**config.mk**
```make
export PLATFORM = sky130hd
export DESIGN_NAME = block_reverse_reorder
export DESIGN_NICKNAME = d
export VERILOG_FILES = /design/src/rtl/brr_pkg.sv /design/src/rtl/block_reverse_reorder.sv /design/src/rtl/brr_ram.sv /design/src/rtl/brr_front.sv /design/src/rtl/brr_queue.sv /design/src/rtl/brr_back.sv
export SDC_FILE = /design/constraint.sdc
export NUM_CORES = 1
export LEC_CHECK = 0
export BUFFER_PORTS_ARGS = -buffer_cell sky130_fd_sc_hd__buf_2
export CORE_MARGIN = 2
export CORE_UTILIZATION = 40
export DETAILED_ROUTE_END_ITERATION = 16
export PLACE_DENSITY = 0.6
export SYNTH_ARGS = -nofsm -noshare
export SYNTH_HDL_FRONTEND = slang
export SYNTH_HIERARCHICAL = 1
export SYNTH_SLANG_ARGS = --single-unit
```
**constraint.sdc**
```tcl
create_clock -name clk -period 7 [get_ports clk]
set_input_delay 0.7 -clock clk [delete_from_list [all_inputs] [get_ports clk]]
set_output_delay 0.7 -clock clk [all_outputs]
set_load 0.01 [all_outputs]
```
**src/rtl/brr_pkg.sv**
```systemverilog
// Shared types and constants for the block reverse reorder design.
// No dependencies; every other file but brr_ram imports this package.
`timescale 1ns / 1ps
`default_nettype none

package brr_pkg;

  localparam int VAL_W = 32;
  localparam int CFG_W = 5;
  localparam logic [CFG_W-1:0] GROUP_RESET = 5'd2;

  // One run handed from the front to the back
  typedef struct packed {
    logic             bank;
    logic [CFG_W-1:0] count;
    logic             reverse;
    logic             seq_end;
  } desc_t;

  // Back tells the front that a bank has been read out
  typedef struct packed {
    logic valid;
    logic bank;
  } release_t;

endpackage

`default_nettype wire

```
**src/rtl/block_reverse_reorder.sv**
```systemverilog
// Block reverse reorder: a closed run goes through the descriptor queue, the RAM read
// register and the output register; then one result per cycle while out_ready is high.
// Input takes one word per cycle within a run; after posting a run the front holds,
// if the next bank is still busy, until that bank's last read is issued.
// Reset (rst, synchronous): empties the queue and both banks, group_size back
// to 2; buffer contents are left as they were.
`timescale 1ns / 1ps
`default_nettype none

module block_reverse_reorder
  import brr_pkg::*;
#(
  parameter int MAX_GROUP = 16
) (
  input  wire logic                    clk,
  input  wire logic                    rst,
  input  wire logic                    cfg_write,
  input  wire logic [CFG_W-1:0]        cfg_data,
  input  wire logic                    in_valid,
  output logic                         in_ready,
  input  wire logic signed [VAL_W-1:0] item_value,
  input  wire logic                    final_item,
  output logic                         out_valid,
  input  wire logic                    out_ready,
  output logic signed [VAL_W-1:0]      out_value,
  output logic                         run_end,
  output logic                         sequence_end
);

  // Two banks of MAX_GROUP words each, in one RAM
  localparam int DEPTH = 2 * MAX_GROUP;
  localparam int AW    = $clog2(DEPTH);

  logic [CFG_W-1:0] group_size;

  logic             wr_en;
  logic [AW-1:0]    wr_addr;
  logic [VAL_W-1:0] wr_data;
  logic             rd_en;
  logic [AW-1:0]    rd_addr;
  logic [VAL_W-1:0] rd_data;

  logic     push;
  desc_t    push_desc;
  logic     q_pop;
  logic     q_valid;
  desc_t    q_desc;
  release_t bank_release;

  // Group size register; the user must write it only while the block is idle (not enforced here)
  always_ff @(posedge clk) begin
    if (rst) begin
      group_size <= GROUP_RESET;
    end else if (cfg_write) begin
      group_size <= cfg_data;
    end
  end

  // Front: take words, fill the current bank, post runs
  brr_front #(
    .MAX_GROUP (MAX_GROUP),
    .AW        (AW)
  ) u_front (
    .clk          (clk),
    .rst          (rst),
    .group_size   (group_size),
    .in_valid     (in_valid),
    .in_ready     (in_ready),
    .item_value   (item_value),
    .final_item   (final_item),
    .wr_en        (wr_en),
    .wr_addr      (wr_addr),
    .wr_data      (wr_data),
    .push         (push),
    .push_desc    (push_desc),
    .bank_release (bank_release)
  );

  // Hold at most one descriptor per bank
  brr_queue u_queue (
    .clk       (clk),
    .rst       (rst),
    .push      (push),
    .push_desc (push_desc),
    .pop       (q_pop),
    .pop_valid (q_valid),
    .pop_desc  (q_desc)
  );

  // Ping-pong word buffer
  brr_ram #(
    .WIDTH (VAL_W),
    .DEPTH (DEPTH)
  ) u_ram (
    .clk     (clk),
    .wr_en   (wr_en),
    .wr_addr (wr_addr),
    .wr_data (wr_data),
    .rd_en   (rd_en),
    .rd_addr (rd_addr),
    .rd_data (rd_data)
  );

  // Back: drain each run in order, reversed for full groups
  brr_back #(
    .MAX_GROUP (MAX_GROUP),
    .AW        (AW)
  ) u_back (
    .clk          (clk),
    .rst          (rst),
    .q_valid      (q_valid),
    .q_desc       (q_desc),
    .q_pop        (q_pop),
    .rd_en        (rd_en),
    .rd_addr      (rd_addr),
    .rd_data      (rd_data),
    .bank_release (bank_release),
    .out_valid    (out_valid),
    .out_ready    (out_ready),
    .out_value    (out_value),
    .run_end      (run_end),
    .sequence_end (sequence_end)
  );

endmodule

`default_nettype wire

```
**src/rtl/brr_ram.sv**
```systemverilog
// Generic single-write, single-read RAM with registered read data.
// Standalone; no package needed.
`timescale 1ns / 1ps
`default_nettype none

module brr_ram #(
  parameter int WIDTH = 32,
  parameter int DEPTH = 32
) (
  input  wire logic                     clk,
  input  wire logic                     wr_en,
  input  wire logic [$clog2(DEPTH)-1:0] wr_addr,
  input  wire logic [WIDTH-1:0]         wr_data,
  input  wire logic                     rd_en,
  input  wire logic [$clog2(DEPTH)-1:0] rd_addr,
  output logic      [WIDTH-1:0]         rd_data
);

  logic [WIDTH-1:0] mem [DEPTH];

  always_ff @(posedge clk) begin
    if (wr_en) begin
      mem[wr_addr] <= wr_data;
    end
    if (rd_en) begin
      rd_data <= mem[rd_addr];
    end
  end

endmodule

`default_nettype wire

```
**src/rtl/brr_front.sv**
```systemverilog
// Front end: accepts words, writes them into the current bank, and posts
// a run descriptor when a group completes or the sequence ends. Uses brr_pkg.
`timescale 1ns / 1ps
`default_nettype none

module brr_front
  import brr_pkg::*;
#(
  parameter int MAX_GROUP = 16,
  parameter int AW        = 5
) (
  input  wire logic                    clk,
  input  wire logic                    rst,
  input  wire logic [CFG_W-1:0]        group_size,
  input  wire logic                    in_valid,
  output logic                         in_ready,
  input  wire logic signed [VAL_W-1:0] item_value,
  input  wire logic                    final_item,
  output logic                         wr_en,
  output logic [AW-1:0]                wr_addr,
  output logic [VAL_W-1:0]             wr_data,
  output logic                         push,
  output desc_t                        push_desc,
  input  wire release_t                bank_release
);

  logic [CFG_W-1:0] fill;
  logic [CFG_W-1:0] fill_next;
  logic             bank;
  logic [1:0]       busy;
  logic [1:0]       busy_next;
  logic [CFG_W-1:0] eff_group;
  logic [CFG_W-1:0] n;
  logic             accept;
  logic             done_group;
  logic [AW-1:0]    base;

  // Clamp the group size into 1..MAX_GROUP
  always_comb begin
    if (group_size == '0) begin
      eff_group = CFG_W'(1);
    end else if ({2'b00, group_size} > 7'(MAX_GROUP)) begin
      eff_group = CFG_W'(MAX_GROUP);
    end else begin
      eff_group = group_size;
    end
  end

  assign in_ready   = !busy[bank];
  assign accept     = in_valid && in_ready;
  assign n          = fill + CFG_W'(1);
  assign done_group = (n >= eff_group);
  assign base       = bank ? AW'(MAX_GROUP) : '0;

  assign wr_en   = accept;
  assign wr_addr = base + AW'(fill);
  assign wr_data = item_value;

  assign push              = accept && (done_group || final_item);
  assign push_desc.bank    = bank;
  assign push_desc.count   = n;
  assign push_desc.reverse = done_group;
  assign push_desc.seq_end = final_item;

  always_comb begin
    busy_next = busy;
    if (bank_release.valid) begin
      busy_next[bank_release.bank] = 1'b0;
    end
    if (push) begin
      busy_next[bank] = 1'b1;
    end
    fill_next = fill;
    if (push) begin
      fill_next = '0;
    end else if (accept) begin
      fill_next = n;
    end
  end

  always_ff @(posedge clk) begin
    if (rst) begin
      fill <= '0;
      bank <= 1'b0;
      busy <= '0;
    end else begin
      fill <= fill_next;
      busy <= busy_next;
      // Flip to the other bank once a run is posted
      if (push) begin
        bank <= !bank;
      end
    end
  end

endmodule

`default_nettype wire

```
**src/rtl/brr_queue.sv**
```systemverilog
// Two-entry descriptor queue between the front and back ends.
// Uses brr_pkg for the descriptor type.
`timescale 1ns / 1ps
`default_nettype none

module brr_queue
  import brr_pkg::*;
(
  input  wire logic  clk,
  input  wire logic  rst,
  input  wire logic  push,
  input  wire desc_t push_desc,
  input  wire logic  pop,
  output logic       pop_valid,
  output desc_t      pop_desc
);

  desc_t      entries [2];
  logic       wptr;
  logic       rptr;
  logic [1:0] count;

  assign pop_valid = (count != 2'd0);
  assign pop_desc  = entries[rptr];

  always_ff @(posedge clk) begin
    if (push) begin
      entries[wptr] <= push_desc;
    end
    if (rst) begin
      wptr  <= 1'b0;
      rptr  <= 1'b0;
      count <= '0;
    end else begin
      if (push) begin
        wptr <= !wptr;
      end
      if (pop) begin
        rptr <= !rptr;
      end
      if (push && !pop) begin
        count <= count + 2'd1;
      end else if (pop && !push) begin
        count <= count - 2'd1;
      end
    end
  end

endmodule

`default_nettype wire

```
**src/rtl/brr_back.sv**
```systemverilog
// Back end: walks one run descriptor at a time, reads its bank in forward
// or reverse order and presents the words through an output register. Uses brr_pkg.
`timescale 1ns / 1ps
`default_nettype none

module brr_back
  import brr_pkg::*;
#(
  parameter int MAX_GROUP = 16,
  parameter int AW        = 5
) (
  input  wire logic             clk,
  input  wire logic             rst,
  input  wire logic             q_valid,
  input  wire desc_t            q_desc,
  output logic                  q_pop,
  output logic                  rd_en,
  output logic [AW-1:0]         rd_addr,
  input  wire logic [VAL_W-1:0] rd_data,
  output release_t              bank_release,
  output logic                  out_valid,
  input  wire logic             out_ready,
  output logic signed [VAL_W-1:0] out_value,
  output logic                  run_end,
  output logic                  sequence_end
);

  logic             active;
  desc_t            desc;
  logic [CFG_W-1:0] idx;
  logic [CFG_W-1:0] offset;
  logic [AW-1:0]    base;
  logic             rv;
  logic             rv_last;
  logic             rv_seq;
  logic             load_out;
  logic             last_issue;

  assign load_out   = rv && (!out_valid || out_ready);
  assign rd_en      = active && (!rv || load_out);
  assign last_issue = rd_en && (idx == desc.count - CFG_W'(1));
  assign q_pop      = q_valid && (!active || last_issue);

  assign offset  = desc.reverse ? (desc.count - CFG_W'(1) - idx) : idx;
  assign base    = desc.bank ? AW'(MAX_GROUP) : '0;
  assign rd_addr = base + AW'(offset);

  // Free the bank once its last read is issued
  assign bank_release.valid = last_issue;
  assign bank_release.bank  = desc.bank;

  always_ff @(posedge clk) begin
    if (q_pop) begin
      desc <= q_desc;
    end
    if (rd_en) begin
      rv_last <= last_issue;
      rv_seq  <= last_issue && desc.seq_end;
    end
    if (load_out) begin
      out_value    <= rd_data;
      run_end      <= rv_last;
      sequence_end <= rv_seq;
    end
    if (rst) begin
      active    <= 1'b0;
      idx       <= '0;
      rv        <= 1'b0;
      out_valid <= 1'b0;
    end else begin
      if (q_pop) begin
        active <= 1'b1;
        idx    <= '0;
      end else if (last_issue) begin
        active <= 1'b0;
      end else if (rd_en) begin
        idx <= idx + CFG_W'(1);
      end
      if (rd_en) begin
        rv <= 1'b1;
      end else if (load_out) begin
        rv <= 1'b0;
      end
      if (load_out) begin
        out_valid <= 1'b1;
      end else if (out_ready) begin
        out_valid <= 1'b0;
      end
    end
  end

endmodule

`default_nettype wire

```
==> reports/results.ini <==
[run_status]
status = finished clean

[clocking]
cts-root-buf = clkbuf_16
cts.repair.resized = 0
cts_buffers = 112
clk_pin_slew_ns = 0.06
cts_tree = yes
htree_levels = 3
cts_hold_buf = 0
clk_path_buf_depth = 3
insertion_delay_ns = 0.70
cts.sinks = 1142
post-cts-setup-buffers = 0

[pwr]
power_density_nw_per_um2 = 426
leakagePower_uw = 0.0169
power_frac_clock_pct = 27.0
power_frac_comb_pct = 34.6
swShare_pct = 34.2
ir_worst_vdd_uv = 639
seq_power_share_pct = 38.4
power_switching_uw = 7330
internal_power_uw = 14100

[yosys]
synth_top_flop_cell = edfxtp_1
ys_ff_latch = 1142
yosys.area.top_type = edfxtp_1
async_reset_ff_share_pct = 0
postSynthAreaPerCell_um2 = 17.4
syn_inst = 2577
synthesis.area_um2 = 44800
yosys_warnings = 6
syn-num-nets = 2634
synth.top_cell.area_share_pct = 74.8
synth_edf_count = 1116
synth_cell_type_count = 58
synth-seq-area-share_pct = 76.0
synth.area.top_cells = edfxtp_1, mux2i_1, a22oi_1

[cells_and_area]
antenna-diode-count = 0
fin_cells = 4229
drive_gt1_share_pct = 13.0
area_growth_pct = 12.2
final_net_count = 2704
fillers = 9417

[place]
hpwl_um = 54400
port_buffers = 78
dp.cells = 4021
place_congestion = 0.797

[setup_path]
arrival_ns = 4.54
slowest_stage = nand2b_2
cp_max_fo = 25
crit_chain = inv_1 > ha_1 > inv_1 > ha_1 > nor2b_1 > o21ai_0 > a21boi_0 > o31ai_1 > nand2b_2 > buf_4 > a21oi_1 > a31oi_1 > nand3_1
cp_num_buf_inv = 3
cp_slowest_stage_delay_ns = 0.98
worstSetupPathType = reg2reg
critPathRequiredTime_ns = 7.43
worstSetupEndpointType = flop
start_kind = flop
crit_family = simple AND/OR/NAND/NOR gates

[worst_hold_path]
hp-class = in2reg

[sta]
tightest_slew_ns = 1.14
layout_min_cycle_time_ns = 4.11
rsz0062_at_grt = false
drv_slew = 0
fin_skew_ns = 0.0488
period_share_pct = 58.7
hold_violations = 0
fmax_mhz = 244
finalSetupTns_ns = 0
setup-violations-final = 0
hold_slack_ns = 0.267
relSlewSlack_pct = 24.1

[route]
first_pass_iters = 5
num_vias = 23500
antenna_left = 0
postRouteWirelength_um = 112000
drc = 0
drt-initial-drc-count = 2177
via_per_inst = 5.55
wl_per_cell_um = 26.5

[die]
core-area_um2 = 111000
std_cell_rows = 122
start_util_pct = 40.4
io_pins = 79
die_h_um = 339
die-area_um2 = 115000
dieWidth_um = 339

[grt]
grt_pass1_vias = 23500
grt.overflow.total = 0
grt_pass1_wl_um = 161000
grt.total_usage_pct = 19.2
antenna_found_initial = 10
grt_max_degree = 144

[run]
cap_violations = 0

## registers in the layout (all words and copies together) (netlist names), named ones only
name,flops
u_back/rv_seq,1
u_front/busy,2
u_back/rv_last,1
u_back/active,1
u_queue/wptr,1
u_ram/mem,1024
u_back/idx,5
u_back/out_value,32
u_back/rv,1
u_ram/rd_data,32
u_front/fill,5
u_back/run_end,1
group_size,5
u_queue/rptr,1
u_back/bank_release,1
u_queue/entries,16
u_front/bank,1
u_back/sequence_end,1
u_back/out_valid,1
u_queue/count,2
u_back/desc,7
## layer usage
| layer | up-vias | share of wire, % | track usage [%] | routed length (um) |
|---|---|---|---|---|
| met5 | - | 0.078 | 0 | 87 |
| met4 | 14 | 2.5 | 5.34 | 2750 |
| met3 | 185 | 6.6 | 3.76 | 7330 |
| met2 | 748 | 49 | 32.3 | 55200 |
| met1 | 12300 | 42 | 25.2 | 46600 |
| li1 | 10200 | - | - | - |
## layout make-up
type | instances | area, um2 | area share (%)
well taps | 1488 | 1860 | 3.70
clock buffers | 136 | 2890 | 5.75
clock inverters | 72 | 657 | 1.31
inverters | 19 | 73.8 | 0.147
repair buffers | 129 | 873 | 1.74
flip-flops and latches | 1142 | 34000 | 67.7
multi-input cells | 1243 | 9890 | 19.7
## cell usage in the layout (no fill, tap or decap), types with 27 or more instances in the layout
cell type and instances:
edfxtp_1 1116, clkinv_1 27, a22o_1 64, a22oi_1 96, a31oi_1 37, nand3_1 107
buf_4 43, clkbuf_16 112, nor2_4 33, buf_2 78, mux2i_1 519, a21oi_1 106
nor3_1 35, nand2_1 111
## kinds of logic (layout without fill, tap and decap cells)
group           count (synthesis)  count (layout)  share of synthesized area, %
compound gates                332             332                          5.07
xor+xnor                       17              17                         0.366
fa+ha+maj                      14              14                         0.408
buf+inv                       192             356                          2.59
flops                        1142            1142                          76.0
mux                           528             528                          11.8
simple gates                  352             352                          3.74
## metrics by stage
step                      total power [uW]  area (um2)  util, %  setup slack (ns)
final                                21400       50300     45.4              2.89
after floorplan                      13800       44800        -              3.27
after CTS                            21600       50300     45.4              2.91
after detailed placement             15800       46700     42.2              2.93
after global routing                 22400       50300     45.4              2.61
after global placement               15700       46700     42.2              3.01
## power by group through the flow
stage          Clock [uW]  Sequential, uW  Combinational, uW
6_report             5800            8220               7420
5_1_grt              6190            8250               7940
4_1_cts              5910            8230               7410
3_5_place_dp            0            8380               7370
3_3_place_gp            0            8370               7290
2_1_floorplan           0            8260               5520
## worst paths after layout
check,startpoint,end,slack [ns],cells after the start
max,u_back/desc[2],u_ram/rd_data[20],2.89,13
min,cfg_data[1],group_size[1],0.27,2
max reg2reg,u_back/desc[2],u_ram/rd_data[20],2.89,13
min reg2reg,u_ram/rd_data[28],u_back/out_value[28],0.42,0
## synth_stat cells, drive strengths merged (6+ instances only)
cell	count
buf	124
xor2	12
nand3b	6
clkbuf	49
ha	13
nor3	41
nand2	112
a22oi	96
o21ai	8
dfxtp	26
edfxtp	1116
nor2	51
a22o	64
mux2	8
a21oi	107
inv	19
a31oi	38
mux2i	520
nand3	107
Note: power is estimated with default switching activity, not from simulation.
